File: src/rtl/sfp_pkg.sv
// Shared constants and types for the sensor frame parser.
`default_nettype none
package sfp_pkg;

  localparam int STORE_DEPTH = 64;
  localparam int CNT_W       = $clog2(STORE_DEPTH + 1);
  localparam int FIX_BYTES   = 12;
  localparam int FIX_W       = $clog2(FIX_BYTES);
  localparam int LEN_W       = 7;

  localparam logic [7:0] HDR0     = 8'h53;
  localparam logic [7:0] HDR1     = 8'h59;
  localparam logic [7:0] TAIL0    = 8'h54;
  localparam logic [7:0] TAIL1    = 8'h43;
  localparam logic [7:0] CTRL_POS = 8'h80;
  localparam logic [7:0] CMD_POS  = 8'h05;
  localparam int         MIN_LEN  = 7;

  typedef enum logic [2:0] {
    ST_POSITION  = 3'd0,
    ST_TOO_SHORT = 3'd1,
    ST_BAD_SUM   = 3'd2,
    ST_UNKNOWN   = 3'd3,
    ST_OVERFLOW  = 3'd4
  } status_t;

endpackage
`default_nettype wire

File: src/rtl/sensor_frame_parser.sv
// Sensor frame parser: header/tail framing, 8-bit sum check, position decode.
// A result is registered and appears in the cycle after the byte that ends its frame is taken.
// Throughput: one byte per cycle; a byte is taken whenever the result register
// is empty or being drained in the same cycle.
// Reset clears the byte count, running sum, frame bytes 0 to 11 and the
// result valid flag; the parser is ready in the first cycle after reset.
`default_nettype none
module sensor_frame_parser (
  input  wire logic             clk,
  input  wire logic             rst,
  input  wire logic             rx_valid,
  output logic                  rx_ready,
  input  wire logic [7:0]       rx_byte,
  output logic                  res_valid,
  input  wire logic             res_ready,
  output sfp_pkg::status_t      status,
  output logic signed [15:0]    pos_x,
  output logic signed [15:0]    pos_y,
  output logic signed [15:0]    pos_z,
  output logic [7:0]            calc_sum,
  output logic [7:0]            recv_sum,
  output logic [6:0]            frame_len
);
  import sfp_pkg::*;

  logic [CNT_W-1:0] count;
  logic [7:0]       acc;
  logic [7:0]       prev1;
  logic [7:0]       prev2;
  logic [7:0]       fixed [FIX_BYTES];
  logic [7:0]       view  [FIX_BYTES];

  logic             take;
  logic [CNT_W-1:0] n;
  logic             hdr_ok;
  logic             full;
  logic             tail_ok;
  logic             frame_done;
  logic             emit;
  logic [7:0]       sum_now;
  status_t          status_next;
  logic [15:0]      x_next;
  logic [15:0]      y_next;
  logic [15:0]      z_next;
  logic [7:0]       calc_next;
  logic [7:0]       recv_next;

  assign rx_ready = !res_valid || res_ready;
  assign take     = rx_valid && rx_ready;
  assign n        = count + CNT_W'(1);

  always_comb begin
    for (int i = 0; i < FIX_BYTES; i++) begin
      view[i] = (count == CNT_W'(i)) ? rx_byte : fixed[i];
    end
  end

  assign hdr_ok     = (n >= CNT_W'(2)) && (view[0] == HDR0) && (view[1] == HDR1);
  assign full       = (count == CNT_W'(STORE_DEPTH - 1));
  assign tail_ok    = (prev1 == TAIL0) && (rx_byte == TAIL1);
  assign frame_done = hdr_ok && (full || tail_ok);
  assign emit       = frame_done || full;
  assign sum_now    = acc - prev1 - prev2;

  always_comb begin
    status_next = ST_OVERFLOW;
    x_next      = '0;
    y_next      = '0;
    z_next      = '0;
    calc_next   = '0;
    recv_next   = '0;
    if (frame_done) begin
      if (n < CNT_W'(MIN_LEN)) begin
        status_next = ST_TOO_SHORT;
      end else begin
        calc_next = sum_now;
        recv_next = prev2;
        if (sum_now != prev2) begin
          status_next = ST_BAD_SUM;
        end else if (view[2] == CTRL_POS && view[3] == CMD_POS) begin
          status_next = ST_POSITION;
          x_next      = {view[6], view[7]};
          y_next      = {view[8], view[9]};
          z_next      = {view[10], view[11]};
        end else begin
          status_next = ST_UNKNOWN;
        end
      end
    end
  end

  always_ff @(posedge clk) begin
    if (rst) begin
      count <= '0;
      acc   <= '0;
      prev1 <= '0;
      prev2 <= '0;
      for (int i = 0; i < FIX_BYTES; i++) begin
        fixed[i] <= '0;
      end
    end else if (take) begin
      prev1 <= rx_byte;
      prev2 <= prev1;
      if (count < CNT_W'(FIX_BYTES)) begin
        fixed[count[FIX_W-1:0]] <= rx_byte;
      end
      if (emit) begin
        count <= '0;
        acc   <= '0;
      end else begin
        count <= n;
        if (count >= CNT_W'(2)) begin
          acc <= acc + rx_byte;
        end
      end
    end
  end

  always_ff @(posedge clk) begin
    if (rst) begin
      res_valid <= 1'b0;
    end else if (take && emit) begin
      res_valid <= 1'b1;
    end else if (res_ready) begin
      res_valid <= 1'b0;
    end
  end

  always_ff @(posedge clk) begin
    if (take && emit) begin
      status    <= status_next;
      pos_x     <= x_next;
      pos_y     <= y_next;
      pos_z     <= z_next;
      calc_sum  <= calc_next;
      recv_sum  <= recv_next;
      frame_len <= n[LEN_W-1:0];
    end
  end

endmodule
`default_nettype wire

File: config.mk
export PLATFORM = sky130hd
export DESIGN_NAME = sensor_frame_parser
export DESIGN_NICKNAME = d
export VERILOG_FILES = /design/src/rtl/sfp_pkg.sv /design/src/rtl/sensor_frame_parser.sv
export SDC_FILE = /design/constraint.sdc
export NUM_CORES = 1
export LEC_CHECK = 0
export BUFFER_PORTS_ARGS = -buffer_cell sky130_fd_sc_hd__buf_2
export CORE_MARGIN = 5
export CORE_UTILIZATION = 53
export CTS_CLUSTER_DIAMETER = 200
export CTS_CLUSTER_SIZE = 24
export DETAILED_ROUTE_END_ITERATION = 8
export GPL_ROUTABILITY_DRIVEN = 0
export GPL_TIMING_DRIVEN = 0
export PLACE_DENSITY_LB_ADDON = 0.05
export SETUP_SLACK_MARGIN = 0.5
export SLEW_MARGIN = 20
export SYNTH_ARGS = -nofsm -noshare
export SYNTH_HDL_FRONTEND = slang
export SYNTH_SLANG_ARGS = --single-unit
File: constraint.sdc
create_clock -name clk -period 7.7 [get_ports clk]
set_clock_uncertainty 0.05 [all_clocks]
set_input_delay 0 -clock clk [delete_from_list [all_inputs] [get_ports clk]]
set_output_delay 0 -clock clk [all_outputs]
set_load 0.05 [all_outputs]
-- Word level (Yosys, flattened, before mapping)
Memories as Yosys holds them, arrays and structs flattened.
Index checks and enable logic that the tools add are counted.
Widths: inputs -> output; s select.
- register bits after elaboration: 106
- memory bits (writable): 96
- bits of input ports: 12
- output and inout bits: 76
- word-level logic and storage cells: 86
- memories kept: 1
- memories (name ; words ; width ; read ports ; clocked after memory_dff ; write ports ; line ; RTL):
    fixed ; 12 ; 8 ; 10 ; 0 ; 12 ; sensor_frame_parser.sv:30 ; logic [7:0] fixed [FIX_BYTES];
- add/subtract/negate cells: 4
- $lt $le $gt $ge: 4
- eq/ne operators: 17
- muxes and demuxes: 27
- bitwise gates (word level): 2
- reduce and logical (&&, ||, !) cells: 18
- operator list (kind ; count):
    $mux 8 ; 13
    $eq 8x7->1 const B ; 4
    $eq 7x4->1 const B ; 4
    $sub 8x8->8 ; 2
    $eq 7x2->1 const B ; 2
    $eq 7x3->1 const B ; 2
    $ge 7x2->1 const B ; 2
    $mux 1 ; 10
    $add 8x8->8 ; 1
    $eq 8x3->1 const B ; 1
    $eq 8x8->1 const B ; 1
    $ne 8x8->1 ; 1
    $reduce_or 8->1 ; 1
    $add 7x1->7 const B ; 1
    $eq 7x1->1 const B ; 1
    $eq 7x6->1 const B ; 1
    $logic_and 1x1->1 ; 7
    $logic_not 7->1 ; 1
    $lt 7x3->1 const B ; 1
    $lt 7x4->1 const B ; 1
    $mux 7 ; 1
    $mux 2 ; 2
    $mux 4 ; 1
    $reduce_bool 2->1 ; 2
    other kinds (6) ; 9

-- Longest topological paths before layout
Gate-level depths: netlist (run 1).
- word-level depth: 9
- depth in mapped cells: 13
- depth with buffers taken out: 11

-- Worst setup path after synthesis (run 1)
OpenSTA, ideal clock, no wires.
- path kind: register to register
- from: register count[0]
- to: register calc_sum[0], enable pin
- library setup time: 506 ps
- data arrival time: 4834 ps
- data required time: 7144 ps
- setup slack: 2309 ps
- cell stages (with the launch flop): 9
- path buffers: 1
- path through: dfxtp_1 inv_1 ha_1 clkbuf_1 and3_1 mux2i_1 o2111ai_1 nor2b_1 nor2_1
- elaborated cells between the ends (all ways): 15
- classes of those cells: add/sub (1); order compare (1); eq/ne (4); mux (2); reduce/logical (7)
- RTL lines (what ; line ; RTL):
    from (decl) ; sensor_frame_parser.sv:26 ; logic [CNT_W-1:0] count;
    from (signal assigned) ; sensor_frame_parser.sv:111 ; count <= n;
    $add 7x1->7 ; sensor_frame_parser.sv:50 ; assign n = count + CNT_W'(1);
    named net n[0] ; sensor_frame_parser.sv:34 ; logic [CNT_W-1:0] n;
    $ge 7x2->1 ; sensor_frame_parser.sv:58 ; assign hdr_ok = (n >= CNT_W'(2)) && (view[0] == HDR0) && (view[1] == HDR1);
    $logic_and 1x1->1 (2 in a row) ; sensor_frame_parser.sv:58 ;
    $logic_and 1x1->1 ; sensor_frame_parser.sv:61 ; assign frame_done = hdr_ok && (full || tail_ok);
    $logic_or 1x1->1 ; sensor_frame_parser.sv:62 ; assign emit = frame_done || full;
    $logic_and 1x1->1 ; sensor_frame_parser.sv:130 ; if (take && emit) begin
    to (signal assigned) ; sensor_frame_parser.sv:135 ; calc_sum <= calc_next;
    to (decl) ; sensor_frame_parser.sv:20 ; output logic [7:0] calc_sum,
The timed path passes the listed nets, and every way through them passes these cells.
A chain may end at the register's enable or synchronous reset.

-- Final worst setup path (run 1)
- from: register prev2[2]
- to: register pos_z[9] (data pin)
- word-level cells in the longest chain between the ends: 3
- ends and longest elaborated chain (what ; line ; RTL):
    from (decl) ; sensor_frame_parser.sv:29 ; logic [7:0] prev2;
    from (signal assigned) ; sensor_frame_parser.sv:103 ; prev2 <= prev1;
    $sub 8x8->8 ; sensor_frame_parser.sv:63 ; assign sum_now = acc - prev1 - prev2;
    $ne 8x8->1 (*) ; sensor_frame_parser.sv:78 ; if (sum_now != prev2) begin
    $reduce_or 4->1 (no line) (*) ; -- ;
    to (signal assigned) ; sensor_frame_parser.sv:134 ; pos_z <= z_next;
    to (decl) ; sensor_frame_parser.sv:19 ; output logic signed [15:0] pos_z,
Every way passes the cells marked *; elsewhere a longest branch is shown, timed or not.

==> flow_metrics.py, run 1 <==
metrics = {
    "cells_and_area": {
        "antennaDiodeCount": 0,
        "fillers": 1378,
        "postLayoutCellArea_mm2": 0.0104,
        "multi_input_area_mm2": 0.00337,
        "utilization_pct": 62.5,
        "drive_gt1_share_pct": 17.5,
        "fin_nets": 930,
        "register_area_mm2": 0.00527,
        "syn_to_final_growth_pct": 15.6,
    },
    "synth": {
        "yosysSeqAreaShare_pct": 58.7,
        "synthArstFlopShare_pct": 0,
        "synth_edf_count": 154,
        "yosys.area.top_type": "edfxtp_1",
        "synth_flop_cell": "edfxtp_1",
        "avgSynthCellArea_um2": 11.5,
        "synth.distinct_cells": 62,
        "syn-num-nets": 818,
        "synth_area_leaders": "edfxtp_1 (52%), dfxtp_1 (7.1%), nand2_1 (3.9%)",
        "synthCells": 777,
        "yosysWarnings": 0,
        "synth_top_cell_area_share_pct": 51.6,
        "yosys_register_bits": 186,
        "synth_area_mm2": 0.00897,
    },
    "setup_path": {
        "start_kind": "flip-flop",
        "cp.required_ps": 7910,
        "worst_ep_arrival_time_ps": 4200,
        "crit_path_max_incr_delay_ps": 600,
        "slowest_stage": "or4_4",
        "path_cells": "inv_1, fa_1, ha_1, nor2b_1, o31ai_1, xnor3_1, nor4_1, nand4b_1, or4_4, clkbuf_1, a21oi_1",
        "worstSetupPathType": "reg -> reg",
        "reg2reg_depth": 11,
        "path_max_fanout": 10,
        "cp-end-kind": "flip-flop",
    },
    "sta": {
        "finalHoldViolCount": 0,
        "slew_headroom_pct": 31.9,
        "tightest_slew_ps": 1010,
        "setup_viol": 0,
        "slew_viol_final": 0,
        "rsz0062_at_grt": "false",
        "max_freq_mhz": 250,
        "fin_crit_ps": 3990,
        "fin_tns_setup_ps": 0,
        "finalCritPeriodShare_pct": 51.9,
    },
    "clock_network": {
        "cts_buffer_depth": 2,
        "insertion_delay_ps": 430,
        "cts-root-buf": "clkbuf_16",
        "htreeDepth": 4,
        "clkSlewWorstSetupHoldPaths_ps": 70,
        "cts_buffers": 17,
        "cts_resized": 0,
        "cts_tree": "yes",
        "cts_sinks": 186,
    },
    "detailed_routing": {
        "wire_per_inst_um": 19.0,
        "num_vias": 6410,
        "wl_met2_um": 10200,
        "via_per_inst": 5.71,
        "drt-pass1-iter-count": 5,
        "routed.top_layer": "met4",
        "ant_nets": 0,
        "drc": 0,
        "wl_um": 21300,
        "wl_met3_um": 1370,
        "initialDrtViolationCount": 651,
        "met1Wirelength_um": 9390,
    },
    "global_routing": {
        "grt_max_degree": 33,
        "antenna_found_initial": 0,
        "grt_pass1_vias": 6234,
        "overflow": 0,
        "grt_usage_pct": 21.9,
        "grt_pass1_wl_um": 33600,
    },
    "floorplan": {
        "initial_core_util_pct": 54.1,
        "die_y_um": 140,
        "rows": 47,
        "ios": 88,
        "fp.coreArea_mm2": 0.0166,
        "die_w_um": 140,
        "dieArea_mm2": 0.0196,
    },
    "power": {
        "max-vdd-ir-drop_mv": 0.157,
        "leakagePower_nw": 4.31,
        "clkPwrFrac_pct": 40.4,
        "combPwrFrac_pct": 9.1,
        "p_per_area_mw_per_mm2": 213,
        "seq_power_share_pct": 50.5,
        "p_sw_mw": 0.522,
        "p_sw_share_pct": 23.6,
        "p_int_mw": 1.69,
    },
    "min_path": {
        "hp-class": "in -> reg",
        "min_path_cells": 4,
    },
    "run_status": {
        "status": "complete, no violations",
    },
    "job": {
        "drv_cap": 0,
    },
    "placed_design": {
        "dp.final_hpwl_um": 15100,
        "io_buffers": 86,
        "dpl_cell_area_mm2": 0.00972,
    },
}
==> per-layer routing <==
metal | up-vias | track usage (%)
li1 | 3011 | -
met1 | 3122 | 29.4
met2 | 250 | 36.0
met3 | 27 | 4.29
met4 | 0 | 7.39
met5 | - | 0
==> layout make-up <==
cell class	count	share of cell area (%)
Multi-Input combinational cell	512	32.5
Buffer	57	2.52
Clock inverter	14	1.64
Tap cell	220	2.65
Timing Repair Buffer	93	5.02
Inverter	22	0.796
Sequential cell	186	50.8
Clock buffer	18	4.14
==> synth_stat cells, types with 8 or more instances <==
cell type  count
nand3_1       49
xnor2_1       16
clkbuf_1      45
nor2_4        10
a21oi_2       10
and2_1        53
dfxtp_1       32
o21ai_0       13
edfxtp_1     154
and3_1        35
nor2_1        37
inv_1         22
a21oi_1       51
ha_1          21
mux2i_1       19
fa_1           8
nand2_1       93
==> per-stage QoR <==
stage	power, mW	std cells	worst slack (ps)	hold WS (ps)
after global placement	1.33	1083	738	222
final	2.21	1122	3710	53.3
after CTS	2.22	1122	3750	45.0
after global routing	2.29	1122	3500	85.2
after floorplan	1.28	777	2310	90.5
after detailed placement	1.34	1085	3790	229
==> repair_timing <==
item                      in CTS  in global routing
hold endpoints to repair       4                  0
buffers inserted               0                  0
hold buffers                   5                  0
==> worst max-delay path, delay by kind of cell (launching register included) <==
family / cells / cell delay, ps
buf+inv: 2 / 380
compound gates: 2 / 550
simple gates: 4 / 1360
fa+ha+maj: 2 / 800
flops: 1 / 390
xor+xnor: 1 / 280
==> sequential cells by signal (all words and copies together) (netlist names) <==
signal     cells
count          7
acc            8
status         3
recv_sum       8
pos_y         16
res_valid      1
frame_len      7
fixed         80
pos_z         16
pos_x         16
calc_sum       8
prev1          8
prev2          8
==> cell usage in the layout (no fill, tap or decap), drive strengths merged, types with 5 or more instances in the layout <==
cell type and n:
a31oi 6, edfxtp 154, nor4 8, clkbuf 63
ha 21, nor4bb 6, xnor2 16, buf 100
a21oi 61, nand2 93, xor2 7, dfxtp 32
dlygate4sd3 5, a22o 7, inv 25, and3 35
mux2i 19, clkinv 6, and2 55, nor2 47
fa 8, nor3 5, o21ai 14, nand3 50
==> final timing paths <==
check	to	from	slack (ps)
worst max-delay path	pos_z[9]	prev2[2]	3710
worst min-delay path	acc[6]	rx_byte[6]	50
worst max register to register	pos_z[9]	prev2[2]	3710
worst min register to register	prev2[3]	prev2[3]	430
==> power groups by stage <==
stage | Sequential (mW) | Clock [mW] | Combinational (mW)
after CTS | 1.12 | 0.901 | 0.199
final | 1.12 | 0.894 | 0.202
after global routing | 1.12 | 0.948 | 0.223
after detailed placement | 1.14 | 0 | 0.196
after floorplan | 1.13 | 0 | 0.144
after global placement | 1.14 | 0 | 0.191
==> logic make-up (layout without fill, tap and decap cells) <==
group	after synthesis	count (layout)	share of synthesized area, %
AND/OR/NAND/NOR	326	326	19.8
XOR/XNOR	25	25	2.75
buffers and inverters	79	204	3.84
multiplexers	19	19	2.12
adder cells (fa/ha/maj)	29	29	4.71
flip-flops	186	186	58.7
AO/OA/AOI/OAI	113	113	8.03
(Power assumes the default switching activity.)
==> inputs of run 2 (changes only) <==
Clock period 7.7 ns to 4.15 ns, I/O delays scaled along.
==> flow_metrics.py, run 2 (same netlist as run 1, synthesis figures left out) <==
metrics = {
    "run_status": {
        "status": "complete, no violations",
    },
    "global_routing": {
        "grt_max_degree": 33,
        "grt_usage_pct": 21.9,
        "grt_pass1_wl_um": 33700,
        "grt_pass1_vias": 6176,
        "overflow": 0,
        "antenna_found_initial": 0,
    },
    "floorplan": {
        "die_y_um": 140,
        "ios": 88,
        "die_w_um": 140,
        "initial_core_util_pct": 54.1,
        "rows": 47,
        "fp.coreArea_mm2": 0.0166,
        "dieArea_mm2": 0.0196,
    },
    "detailed_routing": {
        "wl_um": 21800,
        "drt-pass1-iter-count": 5,
        "via_per_inst": 5.72,
        "met1Wirelength_um": 9540,
        "wl_met2_um": 10500,
        "initialDrtViolationCount": 633,
        "wl_met3_um": 1270,
        "ant_nets": 0,
        "num_vias": 6465,
        "wire_per_inst_um": 19.3,
        "routed.top_layer": "met4",
        "drc": 0,
    },
    "cells_and_area": {
        "largest_register_ff_count": 80,
        "multi_input_area_mm2": 0.00353,
        "antennaDiodeCount": 0,
        "regMostFlops": "fixed",
        "register_area_mm2": 0.00528,
        "fillers": 1347,
        "syn_to_final_growth_pct": 19.0,
        "layout.cells.non_filler": 1131,
        "postLayoutCellArea_mm2": 0.0107,
        "fin_nets": 940,
        "layout_common_cells": "edfxtp_1 (154), buf_2 (93), nand2_1 (92)",
        "layout_commonest_cell": "edfxtp_1",
        "drive_gt1_share_pct": 22.5,
    },
    "setup_path": {
        "cp.required_ps": 4380,
        "cp-end-kind": "flip-flop",
        "path_max_fanout": 6,
        "crit_path_max_incr_delay_ps": 640,
        "worst_ep_arrival_time_ps": 3870,
        "crit_family": "simple AND/OR/NAND/NOR gates",
        "start_kind": "flip-flop",
        "path_common_cell": "buf_12",
        "critPathBufInv": 2,
        "worstSetupPathType": "reg -> reg",
        "slowest_stage": "or4_4",
        "path_cells": "ha_1, fa_1, xnor2_2, xnor2_1, o2111ai_2, nor4_2, nand4b_1, or4_4, buf_12, buf_12, a21oi_4",
    },
    "clock_network": {
        "clkSlewWorstSetupHoldPaths_ps": 70,
        "cts_tree": "yes",
        "cts_sinks": 186,
        "cts_buffer_depth": 2,
        "insertion_delay_ps": 430,
        "cts_buffers": 17,
        "htreeDepth": 4,
        "cts-root-buf": "clkbuf_16",
    },
    "power": {
        "seq_power_share_pct": 50.9,
        "max-vdd-ir-drop_mv": 0.302,
        "power_mw": 4.07,
        "clkPwrFrac_pct": 38.2,
        "combPwrFrac_pct": 10.9,
        "p_int_mw": 3.10,
        "p_sw_mw": 0.972,
        "p_per_area_mw_per_mm2": 382,
        "leakagePower_nw": 4.44,
        "p_sw_share_pct": 23.8,
    },
    "min_path": {
        "hp-class": "in -> reg",
    },
    "sta": {
        "fin_crit_ps": 3640,
        "fin_tns_setup_ps": 0,
        "setup_viol": 0,
        "slew_headroom_pct": 28.4,
        "finalHoldViolCount": 0,
        "finalCritPeriodShare_pct": 87.6,
        "rsz0062_at_grt": "true",
        "tightest_slew_ps": 1060,
        "holdWs_ps": 31.9,
        "max_freq_mhz": 275,
        "slew_viol_final": 0,
    },
    "placed_design": {
        "io_buffers": 86,
        "dpl_cell_area_mm2": 0.00972,
        "dpl.cell_count": 1085,
        "dp.final_hpwl_um": 14900,
    },
    "job": {
        "drv_cap": 0,
    },
}
[run 2: cell types whose count changed in the layout (fill, tap and decap cells not counted), moves of 3 or more]
cell / previous run / this run
buf_4: 0 / 10
dfxtp_1: 32 / 23
dfxtp_2: 0 / 7
a21oi_1: 51 / 45
clkbuf_1: 46 / 41
a21oi_2: 10 / 14
inv_1: 22 / 18
inv_2: 0 / 4
clkbuf_16: 17 / 20
[run 2: worst reg2reg max path: stages, from the launching register on]
cell and delay [ps]:
dfxtp_1 420, ha_1 300, fa_1 500, xnor2_2 190, xnor2_1 210, o2111ai_2 180, nor4_2 300, nand4b_1 250
or4_4 640, buf_12 190, buf_12 140, a21oi_4 120
[run 2: final cells by class]
class | instances | share of cell area (%)
plain buffers | 57 | 2.80
clock buffers | 18 | 4.02
clock inverters | 13 | 1.20
inverters | 22 | 0.774
multi-input cells | 512 | 33.1
flip-flops and latches | 186 | 49.5
well taps | 220 | 2.58
repair buffers | 103 | 6.05
[run 2: per-layer routing]
layer | track usage (%) | vias up
met5 | 0 | -
met4 | 6.53 | 0
met3 | 3.92 | 38
met2 | 35.2 | 230
met1 | 30.8 | 3165
li1 | - | 3032
[run 2: worst paths after layout]
check,slack [ps],endpoint,startpoint,cells after the start
max,510,pos_z[13],prev1[1],11
min,30,acc[1],rx_byte[1],3
max reg2reg,510,pos_z[13],prev1[1],11
min reg2reg,420,prev2[3],prev2[3],2
[run 2: through the flow]
step	setup slack, ps	util, %
after floorplan	783	-
after global placement	-76.7	58.4
after detailed placement	290	58.6
after CTS	501	62.5
after global routing	403	64.4
final	514	64.4
[run 2: timing repair]
item / 4_1_cts / 5_1_grt
endpoints found under the setup margin: 48 / 115
gates cloned: 0 / 3
endpoints found under the hold margin: 3 / 0
pin swaps: 4 / 23
resized for setup: 9 / 59
setup buffers: 1 / 7
hold buffers: 4 / 0
[run 2: power by group through the flow]
stage / sequential, mW / combinational (mW) / clock [mW]
floorplan: 2.11 / 0.268 / 0
global placement: 2.11 / 0.356 / 0
detailed placement: 2.11 / 0.366 / 0
CTS: 2.07 / 0.384 / 1.57
global route: 2.08 / 0.482 / 1.66
finish: 2.07 / 0.444 / 1.56
==> inputs of run 3 (changes only) <==
Settings changed: BUFFER_PORTS_ARGS -buffer_cell sky130_fd_sc_hd__buf_2 to unset, CORE_UTILIZATION 53 to 44, DONT_BUFFER_PORTS set to 1.
==> flow_metrics.py, run 3 (same netlist as run 1, synthesis figures left out) <==
metrics = {
    "placed_design": {
        "dp.final_hpwl_um": 15200,
        "io_buffers": 0,
        "dpl_cell_area_mm2": 0.00936,
        "pre_cts_ws_ps": 225,
    },
    "setup_path": {
        "rrSetupSlack_ps": 550,
        "path_max_fanout": 10,
        "crit_family": "simple AND/OR/NAND/NOR gates",
        "cp-end-kind": "flip-flop",
        "start_kind": "flip-flop",
        "slowest_stage": "or4_4",
        "r2r-start": "prev2[3]",
        "critPathBufInv": 3,
        "worst_ep_arrival_time_ps": 3840,
        "reg2reg_depth": 12,
        "worstSetupPathType": "reg -> reg",
        "cp.required_ps": 4390,
        "r2r-end": "pos_z[14]",
        "path_cells": "inv_2, fa_1, ha_4, or2_4, o31ai_4, xnor3_1, nor4_2, nand4b_1, or4_4, buf_12, buf_12, a21oi_2",
        "path_common_cell": "buf_12",
        "crit_path_max_incr_delay_ps": 620,
    },
    "clock_network": {
        "cts-root-buf": "clkbuf_16",
        "cts_sinks": 186,
        "cts_tree": "yes",
        "htreeDepth": 4,
        "cts_buffer_depth": 2,
        "clkSlewWorstSetupHoldPaths_ps": 70,
        "insertion_delay_ps": 430,
        "cts_buffers": 17,
    },
    "sta": {
        "slew_viol_final": 0,
        "setup_viol": 0,
        "tightest_slew_ps": 1040,
        "fin_crit_ps": 3600,
        "slew_headroom_pct": 30.2,
        "finalCritPeriodShare_pct": 86.8,
        "rsz0062_at_grt": "true",
        "max_freq_mhz": 278,
        "finalWorstSetupSlack_ps": 550,
        "finalHoldViolCount": 0,
    },
    "job": {
        "drv_cap": 0,
    },
    "cells_and_area": {
        "postLayoutCellArea_mm2": 0.0103,
        "regMostFlops": "fixed",
        "layout_common_cells": "edfxtp_1 (154), nand2_1 (92), and2_1 (53)",
        "layout_commonest_cell": "edfxtp_1",
        "antennaDiodeCount": 0,
        "fin_nets": 851,
        "drive_gt1_share_pct": 13.9,
        "syn_to_final_growth_pct": 14.4,
        "largest_register_ff_count": 80,
    },
    "run_status": {
        "status": "complete, no violations",
    },
    "min_path": {
        "min_path_cells": 3,
        "hp-class": "in -> reg",
        "min_to": "acc[2]",
        "hp-start": "rx_byte[2]",
    },
    "global_routing": {
        "grt_pass1_wl_um": 34800,
        "antenna_found_initial": 0,
        "grt_pass1_vias": 5908,
        "grt_max_degree": 31,
        "grt_usage_pct": 19.2,
        "overflow": 0,
    },
    "floorplan": {
        "fp.coreArea_mm2": 0.0202,
        "initial_core_util_pct": 44.5,
        "die_y_um": 153,
        "dieArea_mm2": 0.0233,
        "rows": 52,
        "die_w_um": 153,
        "ios": 88,
    },
    "detailed_routing": {
        "num_vias": 6081,
        "drt-pass1-iter-count": 6,
        "initialDrtViolationCount": 520,
        "wl_um": 22700,
        "wire_per_inst_um": 20.7,
        "drc": 0,
        "via_per_inst": 5.56,
        "ant_nets": 0,
    },
    "power": {
        "p_sw_mw": 0.993,
        "max-vdd-ir-drop_mv": 0.246,
        "clkPwrFrac_pct": 39.2,
        "p_int_mw": 3.10,
        "combPwrFrac_pct": 10.1,
        "p_per_area_mw_per_mm2": 399,
        "p_sw_share_pct": 24.3,
        "leakagePower_nw": 3.97,
        "seq_power_share_pct": 50.7,
    },
}
run 3: cell count changes in the layout (fill, tap and decap cells not counted), sizes merged:
cell,previous run,this run
inv,23,25
dlygate4sd3,4,6
buf,111,21
clkbuf,63,60
nor2,47,48
run 3: how the worst max path moves through the flow:
| stage | from | to | slack (ps) | cells past startpoint |
|---|---|---|---|---|
| 5_1_grt | prev1[1] | pos_z[14] | 480 | 11 |
| 2_1_floorplan | prev1[3] | pos_x[10] | 780 | 12 |
| 3_3_place_gp | count[0] | pos_y[6] | -180 | 8 |
| 4_1_cts | count[0] | pos_z[2] | 520 | 10 |
| 6_report | prev2[3] | pos_z[14] | 550 | 12 |
| 3_5_place_dp | prev2[6] | pos_z[1] | 220 | 12 |
run 3: worst register-to-register path: cells and delay by family, from the launching register on:
kind	cells	cell delay, ps
simple gates	4	1410
fa+ha+maj	2	800
buf+inv	3	400
flops	1	340
xor+xnor	1	280
compound gates	2	190
run 3: timing repair:
item                                   4_1_cts  5_1_grt
pin swaps                                    4       12
gates resized for setup                     13       48
setup endpoints to repair                   78       86
setup buffers                                1        2
hold buffers                                 6        0
cloned                                       1        2
endpoints found under the hold margin        7        0
run 3: per-layer routing:
metal	wire length (um)	vias to the layer above	GRT usage, %
li1	-	2852	-
met1	10000	3000	26.4
met2	10800	197	30.3
met3	1470	32	4.74
met4	390	0	5.39
met5	0	-	0
run 3: metrics by stage:
| step | cells | hold WS, ps | utilization [%] | TNS, ps | total power [mW] |
|---|---|---|---|---|---|
| finish | 1093 | 11.0 | 50.9 | 0 | 4.09 |
| global route | 1093 | 43.6 | 50.9 | 0 | 4.23 |
| CTS | 1089 | 1.21 | 49.9 | 0 | 4.09 |
| detailed placement | 1049 | 101 | 46.4 | 0 | 2.47 |
| global placement | 1047 | 97.3 | 46.2 | -11930 | 2.47 |
| floorplan | 777 | 90.5 | - | 0 | 2.37 |
run 3: cell type report:
| cell class | instances | area (um2) |
|---|---|---|
| fill | 1852 | 9910 |
| clock buffer | 17 | 425 |
| tap | 270 | 338 |
| timing repair buffer | 13 | 180 |
| inverter | 22 | 82.6 |
| multi-input combinational | 513 | 3500 |
| clock inverter | 15 | 150 |
| buffer | 57 | 302 |
| sequential | 186 | 5280 |
run 3: power by group through the flow:
stage / clock network [mW] / registers (mW) / logic (mW)
2_1_floorplan: 0 / 2.11 / 0.268
3_3_place_gp: 0 / 2.11 / 0.353
3_5_place_dp: 0 / 2.11 / 0.360
4_1_cts: 1.63 / 2.07 / 0.385
5_1_grt: 1.70 / 2.08 / 0.454
6_report: 1.60 / 2.07 / 0.414
